`config.mk`:
```
export PLATFORM = sky130hd
export DESIGN_NAME = nine_patch_mesh_vertex_gen
export DESIGN_NICKNAME = d
export VERILOG_FILES = /design/src/rtl/core/npm_pkg.sv /design/src/rtl/core/npm_front.sv /design/src/rtl/core/npm_div.sv /design/src/rtl/core/npm_back.sv /design/src/rtl/core/nine_patch_mesh_vertex_gen.sv
export SDC_FILE = /design/constraint.sdc
export NUM_CORES = 2
export LEC_CHECK = 0
export BUFFER_PORTS_ARGS = -buffer_cell sky130_fd_sc_hd__buf_2
export CAP_MARGIN = 20
export CORE_MARGIN = 2
export CORE_UTILIZATION = 55
export CTS_BUF_LIST = sky130_fd_sc_hd__clkbuf_8 sky130_fd_sc_hd__clkbuf_16
export CTS_CLUSTER_DIAMETER = 80
export DETAILED_ROUTE_END_ITERATION = 8
export PLACE_DENSITY = 0.75
export SLEW_MARGIN = 10
export SYNTH_ARGS = -nofsm -noshare
export SYNTH_HDL_FRONTEND = slang
export SYNTH_HIERARCHICAL = 1
export SYNTH_SLANG_ARGS = --single-unit
```
`constraint.sdc`:
```
create_clock -name clock -period 34 [get_ports clock]
set_input_delay 3.4 -clock clock [delete_from_list [all_inputs] [get_ports clock]]
set_output_delay 3.4 -clock clock [all_outputs]
set_load 0.05 [all_outputs]
```
`src/rtl/core/npm_pkg.sv`:
```
// Shared constants, codes and types of the nine-patch mesh vertex generator.
package npm_pkg;

   localparam int MAX_DIVS   = 6;
   localparam int CNT_W      = $clog2(MAX_DIVS + 1);
   localparam int IDX_W      = $clog2(MAX_DIVS);
   localparam int COL_W      = $clog2(MAX_DIVS + 2);
   localparam int QDEPTH     = 4;
   localparam int QPTR_W     = $clog2(QDEPTH);
   localparam int QCNT_W     = $clog2(QDEPTH + 1);
   localparam int PIX_W      = 12;
   localparam int POS_W      = 24;
   localparam int CSR_IDX_W  = 3;
   localparam int CSR_DATA_W = 24;
   localparam int FACTOR_W   = 32;
   localparam int DIV_NUM_W  = 32;
   localparam int DIV_DEN_W  = 14;

   typedef enum logic [1:0] {
      OP_LOAD_X = 2'd0,
      OP_LOAD_Y = 2'd1,
      OP_GEN    = 2'd2
   } op_type;

   localparam logic [1:0] REQ_NONE = 2'd3;

   typedef enum logic [CSR_IDX_W-1:0] {
      CSR_SRC_WIDTH  = 3'd0,
      CSR_SRC_HEIGHT = 3'd1,
      CSR_DST_LEFT   = 3'd2,
      CSR_DST_TOP    = 3'd3,
      CSR_DST_RIGHT  = 3'd4,
      CSR_DST_BOTTOM = 3'd5
   } csr_type;

   typedef struct packed {
      op_type            op;
      logic [PIX_W-1:0]  value;
   } cmd_type;

   typedef struct packed {
      logic [PIX_W-1:0] src_width;
      logic [PIX_W-1:0] src_height;
      logic [POS_W-1:0] dst_left;
      logic [POS_W-1:0] dst_top;
      logic [POS_W-1:0] dst_right;
      logic [POS_W-1:0] dst_bottom;
   } cfg_type;

   typedef struct packed {
      logic [QCNT_W-1:0] count;
      logic              full;
   } front_stat_type;

   typedef struct packed {
      logic idle;
      logic emitting;
   } back_stat_type;

endpackage

```
`src/rtl/core/npm_front.sv`:
```
// Front end: accepts request beats, drops unused codes and queues commands.
module npm_front (
   input  logic                          clock,
   input  logic                          reset,
   input  logic                          req_valid,
   output logic                          req_ready,
   input  logic [1:0]                    req_type,
   input  logic [npm_pkg::PIX_W-1:0]     req_div_value,
   output logic                          cmd_valid,
   output npm_pkg::cmd_type              cmd,
   input  logic                          cmd_ready,
   output npm_pkg::front_stat_type       stat
);

   npm_pkg::cmd_type                q_mem_ff [npm_pkg::QDEPTH];
   logic [npm_pkg::QPTR_W-1:0]      wr_ptr_ff;
   logic [npm_pkg::QPTR_W-1:0]      rd_ptr_ff;
   logic [npm_pkg::QCNT_W-1:0]      count_ff;
   logic                            full;
   logic                            push;
   logic                            pop;
   npm_pkg::cmd_type                push_cmd;

   assign full      = (count_ff == npm_pkg::QCNT_W'(npm_pkg::QDEPTH));
   assign req_ready = !full;
   assign push      = req_valid && req_ready && (req_type != npm_pkg::REQ_NONE);
   assign cmd_valid = (count_ff != '0);
   assign pop       = cmd_valid && cmd_ready;
   assign cmd       = q_mem_ff[rd_ptr_ff];

   assign push_cmd.op    = npm_pkg::op_type'(req_type);
   assign push_cmd.value = req_div_value;

   assign stat.count = count_ff;
   assign stat.full  = full;

   always_ff @(posedge clock) begin
      if (reset) begin
         wr_ptr_ff <= '0;
         rd_ptr_ff <= '0;
         count_ff  <= '0;
      end else begin
         if (push) begin
            wr_ptr_ff <= wr_ptr_ff + npm_pkg::QPTR_W'(1);
         end
         if (pop) begin
            rd_ptr_ff <= rd_ptr_ff + npm_pkg::QPTR_W'(1);
         end
         if (push && !pop) begin
            count_ff <= count_ff + npm_pkg::QCNT_W'(1);
         end else if (pop && !push) begin
            count_ff <= count_ff - npm_pkg::QCNT_W'(1);
         end
      end
   end

   always_ff @(posedge clock) begin
      if (push) begin
         q_mem_ff[wr_ptr_ff] <= push_cmd;
      end
   end

endmodule

```
`src/rtl/core/npm_div.sv`:
```
// Restoring divider, one quotient bit per cycle.
module npm_div (
   input  logic                            clock,
   input  logic                            reset,
   input  logic                            start,
   input  logic [npm_pkg::DIV_NUM_W-1:0]   num,
   input  logic [npm_pkg::DIV_DEN_W-1:0]   den,
   output logic                            done,
   output logic [npm_pkg::DIV_NUM_W-1:0]   quo
);

   localparam int STEP_W = $clog2(npm_pkg::DIV_NUM_W);

   logic [npm_pkg::DIV_NUM_W-1:0]  quo_ff;
   logic [npm_pkg::DIV_DEN_W-1:0]  rem_ff;
   logic [npm_pkg::DIV_DEN_W-1:0]  den_ff;
   logic [STEP_W-1:0]              step_ff;
   logic                           busy_ff;
   logic                           done_ff;
   logic [npm_pkg::DIV_DEN_W:0]    trial;
   logic [npm_pkg::DIV_DEN_W:0]    diff;
   logic                           fits;
   logic                           last_step;

   assign trial     = {rem_ff, quo_ff[npm_pkg::DIV_NUM_W-1]};
   assign fits      = (trial >= {1'b0, den_ff});
   assign diff      = trial - {1'b0, den_ff};
   assign last_step = busy_ff && (step_ff == STEP_W'(npm_pkg::DIV_NUM_W - 1));
   assign done      = done_ff;
   assign quo       = quo_ff;

   always_ff @(posedge clock) begin
      if (reset) begin
         busy_ff <= 1'b0;
         done_ff <= 1'b0;
         step_ff <= '0;
      end else begin
         done_ff <= !start && last_step;
         if (start) begin
            quo_ff  <= num;
            rem_ff  <= '0;
            den_ff  <= den;
            step_ff <= '0;
            busy_ff <= 1'b1;
         end else if (busy_ff) begin
            rem_ff  <= fits ? diff[npm_pkg::DIV_DEN_W-1:0] : trial[npm_pkg::DIV_DEN_W-1:0];
            quo_ff  <= {quo_ff[npm_pkg::DIV_NUM_W-2:0], fits};
            step_ff <= step_ff + STEP_W'(1);
            if (last_step) begin
               busy_ff <= 1'b0;
            end
         end
      end
   end

endmodule

```
`src/rtl/core/npm_back.sv`:
```
// Back end: division stores, stretch factors, column table and vertex emission.
module npm_back (
   input  logic                              clock,
   input  logic                              reset,
   input  npm_pkg::cfg_type                  cfg,
   input  logic                              cmd_valid,
   output logic                              cmd_ready,
   input  npm_pkg::cmd_type                  cmd,
   output logic                              rsp_valid,
   input  logic                              rsp_ready,
   output logic signed [npm_pkg::POS_W-1:0]  rsp_vertex_x,
   output logic signed [npm_pkg::POS_W-1:0]  rsp_vertex_y,
   output logic [npm_pkg::PIX_W-1:0]         rsp_tex_u,
   output logic [npm_pkg::PIX_W-1:0]         rsp_tex_v,
   output logic                              rsp_last_vertex,
   output npm_pkg::back_stat_type            stat
);

   localparam int PW = npm_pkg::PIX_W;
   localparam int QW = npm_pkg::POS_W;
   localparam int CW = npm_pkg::CNT_W;
   localparam int KW = npm_pkg::COL_W;
   localparam int IW = npm_pkg::IDX_W;
   localparam logic signed [39:0] POS_MAX = 40'sd8388607;
   localparam logic signed [39:0] POS_MIN = -40'sd8388608;

   typedef enum logic [3:0] {
      S_IDLE, S_TRIM_S, S_TRIM_E, S_SUM_X, S_DIV_X, S_SUM_Y, S_DIV_Y, S_COL, S_EMIT, S_ROW
   } state_type;

   state_type                    state_ff;
   logic [PW-1:0]                x_store_ff [npm_pkg::MAX_DIVS];
   logic [PW-1:0]                y_store_ff [npm_pkg::MAX_DIVS];
   logic [CW-1:0]                x_cnt_ff, y_cnt_ff, nx_ff, ny_ff;
   logic [CW-1:0]                idx_ff, ys_ff, ye_ff;
   logic signed [14:0]           ss_ff;
   logic [PW-1:0]                prev_ff;
   logic [npm_pkg::FACTOR_W-1:0] stretch_x_ff, stretch_y_ff;
   logic signed [QW-1:0]         pos_ff, row_pos_ff;
   logic signed [QW-1:0]         xs_ff [npm_pkg::MAX_DIVS + 2];
   logic [PW-1:0]                us_ff [npm_pkg::MAX_DIVS + 2];
   logic [PW-1:0]                tv_ff;
   logic                         last_row_ff;
   logic [KW-1:0]                col_ff;
   logic                         div_start_ff, div_shrink_ff;
   logic [npm_pkg::DIV_NUM_W-1:0] div_num_ff;
   logic [npm_pkg::DIV_DEN_W-1:0] div_den_ff;
   logic                         div_done;
   logic [npm_pkg::DIV_NUM_W-1:0] div_quo;
   logic                         rsp_valid_ff;
   logic signed [QW-1:0]         rsp_x_ff, rsp_y_ff;
   logic [PW-1:0]                rsp_u_ff, rsp_v_ff;
   logic                         rsp_last_ff;

   logic signed [QW-1:0]         left, top, right, bottom;
   logic signed [24:0]           ext_w, ext_h;
   logic                         empty;
   logic [CW-1:0]                ye_m1, rel, ny_eff;
   logic [PW-1:0]                x_rd, y_rd, rd_sel;
   logic signed [12:0]           seg;
   logic                         sel_y, stretchy;
   logic [CW-1:0]                n_sel;
   logic [PW-1:0]                size_sel;
   logic signed [25:0]           ext_sel, fx256, grow_num;
   logic signed [15:0]           fixed_sz;
   logic                         grow, skip;
   logic                         in_sum, sum_more, emit_now;
   logic [npm_pkg::DIV_NUM_W-1:0] set_num;
   logic [npm_pkg::DIV_DEN_W-1:0] set_den;
   logic [npm_pkg::FACTOR_W-1:0] div_factor, f_sel;
   logic signed [39:0]           delta, acc40;
   logic signed [QW-1:0]         acc, new_pos;
   logic                         out_free;
   logic [KW-1:0]                last_col;
   logic signed [QW-1:0]         emit_x;
   logic [PW-1:0]                emit_u;

   function automatic logic signed [39:0] axis_delta(input logic signed [12:0] s,
                                                      input logic st,
                                                      input logic [31:0] f);
      logic signed [12:0] neg;
      logic [11:0]        a;
      logic [42:0]        prod;
      logic signed [39:0] p;
      logic signed [39:0] sc;
      logic signed [39:0] fixd;
      neg  = -s;
      a    = s[12] ? neg[11:0] : s[11:0];
      prod = {31'd0, a} * {12'd0, f[30:0]};
      p    = $signed({3'd0, prod[42:6]});
      sc   = s[12] ? -p : p;
      fixd = {{19{s[12]}}, s, 8'd0};
      if (f[31]) begin
         return st ? 40'sd0 : sc;
      end
      return st ? sc : fixd;
   endfunction

   npm_div u_div (
      .clock (clock),
      .reset (reset),
      .start (div_start_ff),
      .num   (div_num_ff),
      .den   (div_den_ff),
      .done  (div_done),
      .quo   (div_quo)
   );

   assign left   = $signed(cfg.dst_left);
   assign top    = $signed(cfg.dst_top);
   assign right  = $signed(cfg.dst_right);
   assign bottom = $signed(cfg.dst_bottom);
   assign ext_w  = $signed({right[QW-1], right}) - $signed({left[QW-1], left});
   assign ext_h  = $signed({bottom[QW-1], bottom}) - $signed({top[QW-1], top});
   assign empty  = (ext_w <= 25'sd0) || (ext_h <= 25'sd0) ||
                   (cfg.src_width == '0) || (cfg.src_height == '0);

   assign ye_m1  = ye_ff - CW'(1);
   assign rel    = idx_ff - ys_ff;
   assign ny_eff = ye_ff - ys_ff;
   assign x_rd   = x_store_ff[idx_ff[IW-1:0]];
   assign y_rd   = y_store_ff[(state_ff == S_TRIM_E) ? ye_m1[IW-1:0] : idx_ff[IW-1:0]];

   assign sel_y    = (state_ff == S_SUM_Y) || (state_ff == S_ROW);
   assign rd_sel   = sel_y ? y_rd : x_rd;
   assign seg      = $signed({1'b0, rd_sel}) - $signed({1'b0, prev_ff});
   assign stretchy = sel_y ? rel[0] : idx_ff[0];

   // Factor setup for the axis whose segment sum just finished.
   assign n_sel    = sel_y ? ny_eff : nx_ff;
   assign size_sel = sel_y ? cfg.src_height : cfg.src_width;
   assign ext_sel  = sel_y ? {ext_h[24], ext_h} : {ext_w[24], ext_w};
   assign fixed_sz = $signed({4'd0, size_sel}) - $signed({ss_ff[14], ss_ff});
   assign fx256    = {{2{fixed_sz[15]}}, fixed_sz, 8'd0};
   assign grow     = (ext_sel >= fx256);
   assign grow_num = ext_sel - fx256;
   assign skip     = (n_sel == '0) || (grow && (ss_ff[14] || (ss_ff == '0)));
   assign set_num  = grow ? {grow_num, 6'd0} : {ext_sel, 6'd0};
   assign set_den  = grow ? ss_ff[npm_pkg::DIV_DEN_W-1:0] : fixed_sz[npm_pkg::DIV_DEN_W-1:0];
   assign div_factor = {div_shrink_ff, (div_quo[31] ? 31'h7FFF_FFFF : div_quo[30:0])};

   // A sum state either takes one more division, skips the divider or starts it.
   assign in_sum   = (state_ff == S_SUM_X) || (state_ff == S_SUM_Y);
   assign sum_more = (state_ff == S_SUM_X) ? (idx_ff < nx_ff) : (idx_ff != ye_ff);

   // Shared scaler for column and row positions.
   assign f_sel   = sel_y ? stretch_y_ff : stretch_x_ff;
   assign acc     = sel_y ? row_pos_ff : pos_ff;
   assign delta   = axis_delta(seg, stretchy, f_sel);
   assign acc40   = {{16{acc[QW-1]}}, acc} + delta;
   assign new_pos = (acc40 > POS_MAX) ? QW'(POS_MAX) :
                    (acc40 < POS_MIN) ? QW'(POS_MIN) : acc40[QW-1:0];

   assign out_free = !rsp_valid_ff || rsp_ready;
   assign emit_now = (state_ff == S_EMIT) && out_free;
   assign last_col = KW'(nx_ff) + KW'(1);
   assign emit_x   = (col_ff == '0) ? left : xs_ff[col_ff];
   assign emit_u   = (col_ff == '0) ? '0 : us_ff[col_ff];

   assign cmd_ready       = (state_ff == S_IDLE);
   assign rsp_valid       = rsp_valid_ff;
   assign rsp_vertex_x    = rsp_x_ff;
   assign rsp_vertex_y    = rsp_y_ff;
   assign rsp_tex_u       = rsp_u_ff;
   assign rsp_tex_v       = rsp_v_ff;
   assign rsp_last_vertex = rsp_last_ff;
   assign stat.idle       = (state_ff == S_IDLE);
   assign stat.emitting   = (state_ff == S_EMIT);

   always_ff @(posedge clock) begin
      if (reset) begin
         state_ff     <= S_IDLE;
         x_cnt_ff     <= '0;
         y_cnt_ff     <= '0;
         stretch_x_ff <= '0;
         stretch_y_ff <= '0;
         row_pos_ff   <= '0;
         div_start_ff <= 1'b0;
         rsp_valid_ff <= 1'b0;
      end else begin
         div_start_ff <= in_sum && !sum_more && !skip;
         if (emit_now) begin
            rsp_valid_ff <= 1'b1;
         end else if (rsp_valid_ff && rsp_ready) begin
            rsp_valid_ff <= 1'b0;
         end
         unique case (state_ff)
            S_IDLE: begin
               if (cmd_valid) begin
                  unique case (cmd.op)
                     npm_pkg::OP_LOAD_X: begin
                        if (x_cnt_ff < CW'(npm_pkg::MAX_DIVS)) begin
                           x_store_ff[x_cnt_ff[IW-1:0]] <= cmd.value;
                           x_cnt_ff <= x_cnt_ff + CW'(1);
                        end
                     end
                     npm_pkg::OP_LOAD_Y: begin
                        if (y_cnt_ff < CW'(npm_pkg::MAX_DIVS)) begin
                           y_store_ff[y_cnt_ff[IW-1:0]] <= cmd.value;
                           y_cnt_ff <= y_cnt_ff + CW'(1);
                        end
                     end
                     npm_pkg::OP_GEN: begin
                        nx_ff    <= x_cnt_ff;
                        ny_ff    <= y_cnt_ff;
                        x_cnt_ff <= '0;
                        y_cnt_ff <= '0;
                        idx_ff   <= '0;
                        if (!empty) begin
                           state_ff <= S_TRIM_S;
                        end
                     end
                     default: ;
                  endcase
               end
            end
            S_TRIM_S: begin
               if ((idx_ff < ny_ff) && (y_rd == '0)) begin
                  idx_ff <= idx_ff + CW'(1);
               end else begin
                  ys_ff    <= idx_ff;
                  ye_ff    <= ny_ff;
                  state_ff <= S_TRIM_E;
               end
            end
            S_TRIM_E: begin
               if ((ye_ff > ys_ff) && (y_rd == cfg.src_height)) begin
                  ye_ff <= ye_m1;
               end else begin
                  idx_ff   <= '0;
                  ss_ff    <= '0;
                  prev_ff  <= '0;
                  state_ff <= S_SUM_X;
               end
            end
            S_SUM_X, S_SUM_Y: begin
               if (sum_more) begin
                  if (stretchy) begin
                     ss_ff <= ss_ff + {{2{seg[12]}}, seg};
                  end
                  prev_ff <= rd_sel;
                  idx_ff  <= idx_ff + CW'(1);
               end else if (skip) begin
                  prev_ff <= '0;
                  if (state_ff == S_SUM_X) begin
                     stretch_x_ff <= '0;
                     idx_ff       <= ys_ff;
                     ss_ff        <= '0;
                     state_ff     <= S_SUM_Y;
                  end else begin
                     stretch_y_ff <= '0;
                     idx_ff       <= '0;
                     pos_ff       <= left;
                     state_ff     <= S_COL;
                  end
               end else begin
                  div_num_ff    <= set_num;
                  div_den_ff    <= set_den;
                  div_shrink_ff <= !grow;
                  state_ff      <= (state_ff == S_SUM_X) ? S_DIV_X : S_DIV_Y;
               end
            end
            S_DIV_X: begin
               if (div_done) begin
                  stretch_x_ff <= div_factor;
                  idx_ff       <= ys_ff;
                  ss_ff        <= '0;
                  prev_ff      <= '0;
                  state_ff     <= S_SUM_Y;
               end
            end
            S_DIV_Y: begin
               if (div_done) begin
                  stretch_y_ff <= div_factor;
                  idx_ff       <= '0;
                  prev_ff      <= '0;
                  pos_ff       <= left;
                  state_ff     <= S_COL;
               end
            end
            S_COL: begin
               if (idx_ff < nx_ff) begin
                  xs_ff[KW'(idx_ff) + KW'(1)] <= new_pos;
                  us_ff[KW'(idx_ff) + KW'(1)] <= x_rd;
                  pos_ff  <= new_pos;
                  prev_ff <= x_rd;
                  idx_ff  <= idx_ff + CW'(1);
               end else begin
                  xs_ff[last_col] <= right;
                  us_ff[last_col] <= cfg.src_width;
                  row_pos_ff  <= top;
                  tv_ff       <= '0;
                  last_row_ff <= 1'b0;
                  col_ff      <= '0;
                  idx_ff      <= ys_ff;
                  prev_ff     <= '0;
                  state_ff    <= S_EMIT;
               end
            end
            S_EMIT: begin
               if (out_free) begin
                  rsp_x_ff     <= emit_x;
                  rsp_y_ff     <= row_pos_ff;
                  rsp_u_ff     <= emit_u;
                  rsp_v_ff     <= tv_ff;
                  rsp_last_ff  <= last_row_ff && (col_ff == last_col);
                  if (col_ff == last_col) begin
                     col_ff   <= '0;
                     state_ff <= last_row_ff ? S_IDLE : S_ROW;
                  end else begin
                     col_ff <= col_ff + KW'(1);
                  end
               end
            end
            S_ROW: begin
               if (idx_ff != ye_ff) begin
                  row_pos_ff <= new_pos;
                  tv_ff      <= y_rd;
                  prev_ff    <= y_rd;
                  idx_ff     <= idx_ff + CW'(1);
               end else begin
                  row_pos_ff  <= bottom;
                  tv_ff       <= cfg.src_height;
                  last_row_ff <= 1'b1;
               end
               state_ff <= S_EMIT;
            end
            default: state_ff <= S_IDLE;
         endcase
      end
   end

endmodule

```
`src/rtl/core/nine_patch_mesh_vertex_gen.sv`:
```
// Top level of the nine-patch mesh vertex generator: registers, front, back.
//
//   Channel  Ports                         Direction  Beat carries
//   req      req_valid/req_ready           in         req_type, req_div_value
//   rsp      rsp_valid/rsp_ready           out        one mesh vertex
//   csr      csr_we/csr_index/csr_wdata    in         one register write
//
// A load beat is registered in the command queue on acceptance and is written
// to its store as the back end pops it, which it does only while idle. A
// generate beat first trims the y divisions, sums each axis, runs the shared
// 32-step divider once per axis that needs a factor, fills the column table,
// then emits one vertex per cycle while the result is not stalled, with a row
// step for the row position between rows.
// Reset is synchronous; it clears control state and sets the configuration registers to their defaults.
// A stalled result holds its output register while the four-entry command queue
// keeps taking request beats until it fills.
module nine_patch_mesh_vertex_gen (
   input  logic                                  clock,
   input  logic                                  reset,
   input  logic                                  req_valid,
   output logic                                  req_ready,
   input  logic [1:0]                            req_type,
   input  logic [npm_pkg::PIX_W-1:0]             req_div_value,
   output logic                                  rsp_valid,
   input  logic                                  rsp_ready,
   output logic signed [npm_pkg::POS_W-1:0]      rsp_vertex_x,
   output logic signed [npm_pkg::POS_W-1:0]      rsp_vertex_y,
   output logic [npm_pkg::PIX_W-1:0]             rsp_tex_u,
   output logic [npm_pkg::PIX_W-1:0]             rsp_tex_v,
   output logic                                  rsp_last_vertex,
   input  logic                                  csr_we,
   input  logic [npm_pkg::CSR_IDX_W-1:0]         csr_index,
   input  logic [npm_pkg::CSR_DATA_W-1:0]        csr_wdata
);

   npm_pkg::cfg_type         cfg_ff;
   logic                     cmd_valid;
   logic                     cmd_ready;
   npm_pkg::cmd_type         cmd;
   npm_pkg::front_stat_type  front_stat;
   npm_pkg::back_stat_type   back_stat;

   // Configuration registers. The register map follows the package enum.
   always_ff @(posedge clock) begin
      if (reset) begin
         cfg_ff.src_width  <= npm_pkg::PIX_W'(1);
         cfg_ff.src_height <= npm_pkg::PIX_W'(1);
         cfg_ff.dst_left   <= '0;
         cfg_ff.dst_top    <= '0;
         cfg_ff.dst_right  <= '0;
         cfg_ff.dst_bottom <= '0;
      end else if (csr_we) begin
         unique case (csr_index)
            npm_pkg::CSR_SRC_WIDTH:  cfg_ff.src_width  <= csr_wdata[npm_pkg::PIX_W-1:0];
            npm_pkg::CSR_SRC_HEIGHT: cfg_ff.src_height <= csr_wdata[npm_pkg::PIX_W-1:0];
            npm_pkg::CSR_DST_LEFT:   cfg_ff.dst_left   <= csr_wdata[npm_pkg::POS_W-1:0];
            npm_pkg::CSR_DST_TOP:    cfg_ff.dst_top    <= csr_wdata[npm_pkg::POS_W-1:0];
            npm_pkg::CSR_DST_RIGHT:  cfg_ff.dst_right  <= csr_wdata[npm_pkg::POS_W-1:0];
            npm_pkg::CSR_DST_BOTTOM: cfg_ff.dst_bottom <= csr_wdata[npm_pkg::POS_W-1:0];
            default: ;
         endcase
      end
   end

   npm_front u_front (
      .clock         (clock),
      .reset         (reset),
      .req_valid     (req_valid),
      .req_ready     (req_ready),
      .req_type      (req_type),
      .req_div_value (req_div_value),
      .cmd_valid     (cmd_valid),
      .cmd           (cmd),
      .cmd_ready     (cmd_ready),
      .stat          (front_stat)
   );

   npm_back u_back (
      .clock           (clock),
      .reset           (reset),
      .cfg             (cfg_ff),
      .cmd_valid       (cmd_valid),
      .cmd_ready       (cmd_ready),
      .cmd             (cmd),
      .rsp_valid       (rsp_valid),
      .rsp_ready       (rsp_ready),
      .rsp_vertex_x    (rsp_vertex_x),
      .rsp_vertex_y    (rsp_vertex_y),
      .rsp_tex_u       (rsp_tex_u),
      .rsp_tex_v       (rsp_tex_v),
      .rsp_last_vertex (rsp_last_vertex),
      .stat            (back_stat)
   );

   // The result register comes out of reset empty.
   a_rsp_empty_after_reset: assert property (@(posedge clock)
      $past(reset) |-> !rsp_valid)
      else $error("result beat valid right after reset");

   // A new result beat only appears after the back end was emitting.
   a_rsp_from_emit: assert property (@(posedge clock) disable iff (reset)
      $rose(rsp_valid) |-> $past(back_stat.emitting))
      else $error("result beat raised outside emission");

   // The command queue never holds more than its depth.
   a_queue_bound: assert property (@(posedge clock) disable iff (reset)
      front_stat.count <= npm_pkg::QCNT_W'(npm_pkg::QDEPTH))
      else $error("command queue overfilled");

   // Commands leave the queue only into an idle back end.
   a_pop_when_idle: assert property (@(posedge clock) disable iff (reset)
      (cmd_valid && cmd_ready) |=> !back_stat.emitting)
      else $error("command taken while emitting");

endmodule
```
# After elaboration in Yosys (flattened, before gate mapping)
# Memories as Yosys holds them, arrays and structs flattened. A register that Yosys moved wholly into a read port is not among the register bits.
# Index checks and enable logic that the tools add are counted.
# totals
regBits	484
ramBits	488
in_bits	46
out_inout_bits	75
word_cells	360
memories	5
# op_classes
add_sub_neg	23
multipliers	1
magnitude_cmp	11
eq_ne	47
mux	142
bitwise	4
reduce_logical	86
# mem_list
name	depth	word_bits	rd	rd_ports_with_merged_regs	write_ports	line	rtl
u_back.xs_ff	8	24	1	1	1	npm_back.sv:40	logic signed [QW-1:0] xs_ff [npm_pkg::MAX_DIVS + 2];
u_back.us_ff	8	12	1	1	1	npm_back.sv:41	logic [PW-1:0] us_ff [npm_pkg::MAX_DIVS + 2];
u_back.x_store_ff	6	12	1	1	1	npm_back.sv:32	logic [PW-1:0] x_store_ff [npm_pkg::MAX_DIVS];
u_back.y_store_ff	6	12	1	0	1	npm_back.sv:33	logic [PW-1:0] y_store_ff [npm_pkg::MAX_DIVS];
u_front.q_mem_ff	4	14	1	1	1	npm_front.sv:15	npm_pkg::cmd_type q_mem_ff [npm_pkg::QDEPTH];
# ops
cell	count
32-bit two-way mux	11
24-bit two-way mux	12
40-bit two-way mux	5
12-bit two-way mux	12
32-bit one-hot mux with 2 select lines	2
15-bit two-way mux	6
3-bit two-way mux	26
24-bit one-hot mux with 3 select lines	1
12-bit one-hot mux with 5 select lines	1
4-bit two-way mux	13
25-bit by 1-bit less-or-equal comparator with 1-bit output (second input constant)	2
24-bit by 24-bit subtractor with 25-bit output	2
24-bit one-hot mux with 2 select lines	1
15-bit one-hot mux with 3 select lines	1
12-bit by 31-bit multiplier with 43-bit output	1
14-bit two-way mux	3
40-bit adder	1
40-bit by 24-bit greater-than comparator with 1-bit output (second input constant)	1
40-bit by 24-bit < comparator with 1-bit output (second input constant)	1
37-bit negation with 40-bit output	1
12-bit zero test	3
4-bit one-hot mux with 9 select lines	1
1-bit two-way mux	34
31-bit two-way mux	1
63 further kinds	172

# Depth between registers and ports, before layout
# An unclocked memory read counts as a cell.
# depth
depth_word	19
mapped_depth	67
mapped_depth_nobuf	60

# Modules after synthesis
# Netlist, hierarchy kept.
# modules_own_cells
module	n_inst	cells_per_inst	area_per_inst_um2	seq_area_each_um2
npm_back	1	5042	51876.0	20980.1
nine_patch_mesh_vertex_gen	1	424	4735.8	2402.3
npm_div	1	268	3462.1	1941.9
npm_front	1	124	2517.4	1861.8

# Least setup slack after synthesis
# Ideal clock, no wire load.
# synth_timing
path_type	register to register
from	register u_back.state_ff[2]
to	memory u_back/xs_ff[0][13] (netlist name), data pin
setup_ns	0.233
arrival_ns	15.316
t_required_ns	33.767
slack_ns	18.451
path_stages_with_launch	54
n_path_buf	3
period_less_slack_ns	15.549
cell_sequence	dfxtp_1 > buf_2 > nor4b_2 > mux2i_1 > buf_4 > mux4_2 > mux2i_1 > o21ai_0 > ha_1 > nor2b_1 > o21ai_0 > a21boi_0 > o21ai_0 > a21boi_0 > nor2_1 > or4_1 > nor3_1 > nand2b_1 > (+18 left out) > a311o_1 > or3_1 > o21ai_0 > xor2_1 > a22oi_1 > ha_1 > and4_1 > a221oi_1 > or4b_2 > and2_1 > a41oi_1 > and4_1 > nand4_1 > nor4_1 > a21oi_1 > mux2i_1 > or4b_2 > o211ai_1
# synth_via
elab_chain_len	18
word_cells_on_any_way	32
classes_between	add/sub: 4; mul: 1; order compare: 2; eq/ne: 4; mux: 18; reduce/logical: 2; memory: 1
# synth_lines
item	line	rtl
from (decl)	npm_back.sv:31	state_type state_ff;
from (signal assigned)	npm_back.sv:260	state_ff <= (state_ff == S_SUM_X) ? S_DIV_X : S_DIV_Y;
from (signal assigned)	npm_back.sv:309	state_ff <= last_row_ff ? S_IDLE : S_ROW;
4-bit by 2-bit equality test with 1-bit output	npm_back.sv:122	assign y_rd = y_store_ff[(state_ff == S_TRIM_E) ? ye_m1[IW-1:0] : idx_ff[IW-1:0]];
3-bit two-way mux	npm_back.sv:122	
memory read 6 x 12 bit	-	
12-bit two-way mux	npm_back.sv:125	assign rd_sel = sel_y ? y_rd : x_rd;
12-bit by 12-bit subtractor with 13-bit output	npm_back.sv:126	assign seg = $signed({1'b0, rd_sel}) - $signed({1'b0, prev_ff});
12-bit negation	npm_back.sv:87	neg = -s;
12-bit two-way mux	npm_back.sv:88	a = s[12] ? neg[11:0] : s[11:0];
12-bit by 31-bit multiplier with 43-bit output	npm_back.sv:89	prod = {31'd0, a} * {12'd0, f[30:0]};
(+2 left out)	-	
40-bit two-way mux	npm_back.sv:94	return st ? 40'sd0 : sc;
40-bit two-way mux	npm_back.sv:93	if (f[31]) begin
40-bit two-way mux	npm_back.sv:96	return st ? sc : fixd;
40-bit adder	npm_back.sv:150	assign acc40 = {{16{acc[QW-1]}}, acc} + delta;
40-bit by 24-bit < comparator with 1-bit output	npm_back.sv:152	(acc40 < POS_MIN) ? QW'(POS_MIN) : acc40[QW-1:0];
24-bit two-way mux	npm_back.sv:152	
24-bit two-way mux	npm_back.sv:151	assign new_pos = (acc40 > POS_MAX) ? QW'(POS_MAX) :
24-bit two-way mux (no source line) *	-	
to (decl)	npm_back.sv:40	
# Mark *: on every way between the ends. The rest lies on a longest branch, timed or not. The select of a mux whose other input is x is not followed.

# Worst setup path in the final report
# layout_timing
from	register u_back.state_ff[1]
to	memory u_back/xs_ff[4][18] (netlist name), data pin
# Same word-level chain as after synthesis.

==> impl_results.md <==
- Num CTS Buffers: 100
- Tmin final: about 19 ns
- GRT Overall Usage: 30.12%
- DRT Pass-1 Iters: 6
- Routed wire per std cell: between 20 and 25 µm
- Fill cell count: 8952
- RR Endpoint: u_back/xs_ff[4][18]
- RSZ-0062 raised after global routing: false
- Routed vias: about 46000
- Critical Path RT: between 30 and 40 ns
- Share of layout cells above drive strength 1: a little over a tenth
- Hold Fails Final Rpt: 0
- Final Setup Violations: 0
- Post-Layout Cell Count: 7491
- CP Capture Type: register
- Gpl congestion: 0.9673
- Full die area: approximately 120000 µm²
- Buffers on Ports: between 100 and 150
- DP Cell Count: about 7300
- Worst-path fanout max: 31
- Antenna violations before repair: 9
- Final Slew Violations: 0
- Die H: roughly 340 µm
- Vias in the first global route: between 40000 and 50000
- Slowest stage delay, CP: about 0.82 ns
- Clock buffer depth: 3
- Max-slew headroom: ~22%
- CP Class: reg -> reg
- Via/cell ratio: 6.163
- Setup slack after layout: about 15 ns
- Ys Warns: 6
- Clk_lat worst skew: 0.71 ns
- Max Fclk: about 52 MHz
- Hold_buf cts: 0
- DRC violations left: 0
- Slew @ Worst Pin: roughly 1.2 ns
- Sinks on Clock Net: between 900 and 1000
- Crit path launch type: register
- Multi-input combinational cell area: between 30000 and 40000 µm²
- Nets: about 6500
- Number of DRC markers in iteration 0: about 4900
- Starting Density: around 56%
- Post-Syn Instances: 5855
- Synthesis-to-layout area growth: 9.360%
- CP endpoint: u_back/xs_ff[4][18]
- Cts repair resizes: 0
- H-tree levels: 3
- Critical path arrival: approximately 20 ns
- Leak: ~27 nW
- Clock root buffer: clkbuf_16
- Pre-CTS setup slack: 14.79 ns
- Critical Path Start: u_back/state_ff[1]
- Hold Path Class: reg -> reg
- Post-CTS Setup Inserts: 0
- Mean Syn Cell Area: 10.69 µm²
- Hold_ws: 0.3905 ns
- Largest net degree at the start of global routing: 99
- CTS tree: yes
- Post-DRT Antenna Nets: 0
- Hpwl dp: ~130000 µm
- Gr ovfl total: 0
- Cells on worst reg2reg path: between 50 and 60
- Status: finished clean
- Final WL: around 180000 µm
- Num rows: between 100 and 150
- Slowest-stage cell, CP: xor2_4
- Flop-to-flop setup slack: between 10 and 15 ns
- Die Wd: around 340 µm
- Clock slew at reported path FFs: ~0.070 ns
- Fin Setup TNS: 0 ns
- # IOs: between 100 and 150
- First-pass GRT wire length: between 200000 and 300000 µm
- Power Density: roughly 57 nW/µm²
- FF/Latch Area: 27190 µm²
- Core Region: around 110000 µm²
- Worst vdd ir: ~0.00008 V
- Fin crit share: between 50% and 60%
- Commonest non-fill, non-tap cell in the layout: edfxtp_1
- CP dominant cell by count: o21ai_0
- R2r startpoint: u_back/state_ff[1]
- Clock skew: between 0.06 and 0.07 ns
- Final Power: 3.910 mW
- Most frequent cells in the layout: edfxtp_1, nand2_1, nor2_1
- Mapped cell area: ~63000 µm²
- Max Cap Viol: 0
-- registers in the layout, summed over array words and instances, names as in the netlist, 32 cells and up, named ones only --
signal / flops
u_back/stretch_x_ff: 32
u_back/u_div/quo: 32
u_back/stretch_y_ff: 32
cfg_ff: 120
u_front/q_mem_ff: 56
u_back/us_ff: 96
u_back/y_store_ff: 72
u_back/xs_ff: 192
u_back/x_store_ff: 72
-- worst max-delay path: cells and delay by family, from the launching register on --
kind / cells / cell delay, ns
adders and majority gates: 8 / 3.68
xor gates and xnor gates: 4 / 1.77
buffers and inverters: 3 / 0.52
and+or+nand+nor: 13 / 4.49
DFF: 1 / 0.61
muxes: 3 / 1.60
AOI/OAI and AO/OA: 22 / 6.19
-- layer usage --
metal  up-vias  wire length (µm)  global-route usage (%)
met2      2125             81290                   48.53
li1      20756                 -                       -
met5         -                79                       0
met1     22835             71000                   40.36
met4        12              8125                   12.92
met3       441             14560                   5.222
-- final cells by class --
cell class                 count  share of cell area [%]
clock buffer                 106                   3.794
tap                         1500                   2.743
inverter                     509                   2.792
multi-input combinational   4106                   47.86
sequential                   986                   39.74
timing repair buffer         200                   1.770
clock inverter                82                   1.300
antenna                        2                0.007314
-- metrics by stage --
| stage | instance area, µm² | util (%) |
|---|---|---|
| global placement | 64880 | 57.59 |
| CTS | 68390 | 60.71 |
| global route | 68420 | 60.74 |
| floorplan | 62590 | - |
| detailed placement | 64910 | 57.62 |
| finish | 68430 | 60.74 |
-- worst min-delay path by stage --
stage / startpoint / endpoint / slack, ns / cells past startpoint
6_report: u_back/div_den_ff[12] / u_back/u_div/den_ff[12] / 0.39 / 0
5_1_grt: u_back/div_den_ff[13] / u_back/u_div/den_ff[13] / 0.40 / 0
4_1_cts: u_back/div_den_ff[12] / u_back/u_div/den_ff[12] / 0.38 / 0
3_5_place_dp: u_back/tv_ff[7] / u_back/rsp_tex_v[7] / 0.40 / 0
3_3_place_gp: u_back/div_den_ff[2] / u_back/u_div/den_ff[2] / 0.40 / 0
2_1_floorplan: u_back/tv_ff[0] / u_back/rsp_tex_v[0] / 0.40 / 0
-- report_power, final --
part / switching, mW / leakage, nW / internal (mW)
logic: 0.949 / 16.5 / 0.383
clock network: 0.490 / 1.73 / 0.652
registers: 0.0266 / 8.65 / 1.41
total: 1.46 / 26.9 / 2.45
(Power assumes the default switching activity.)
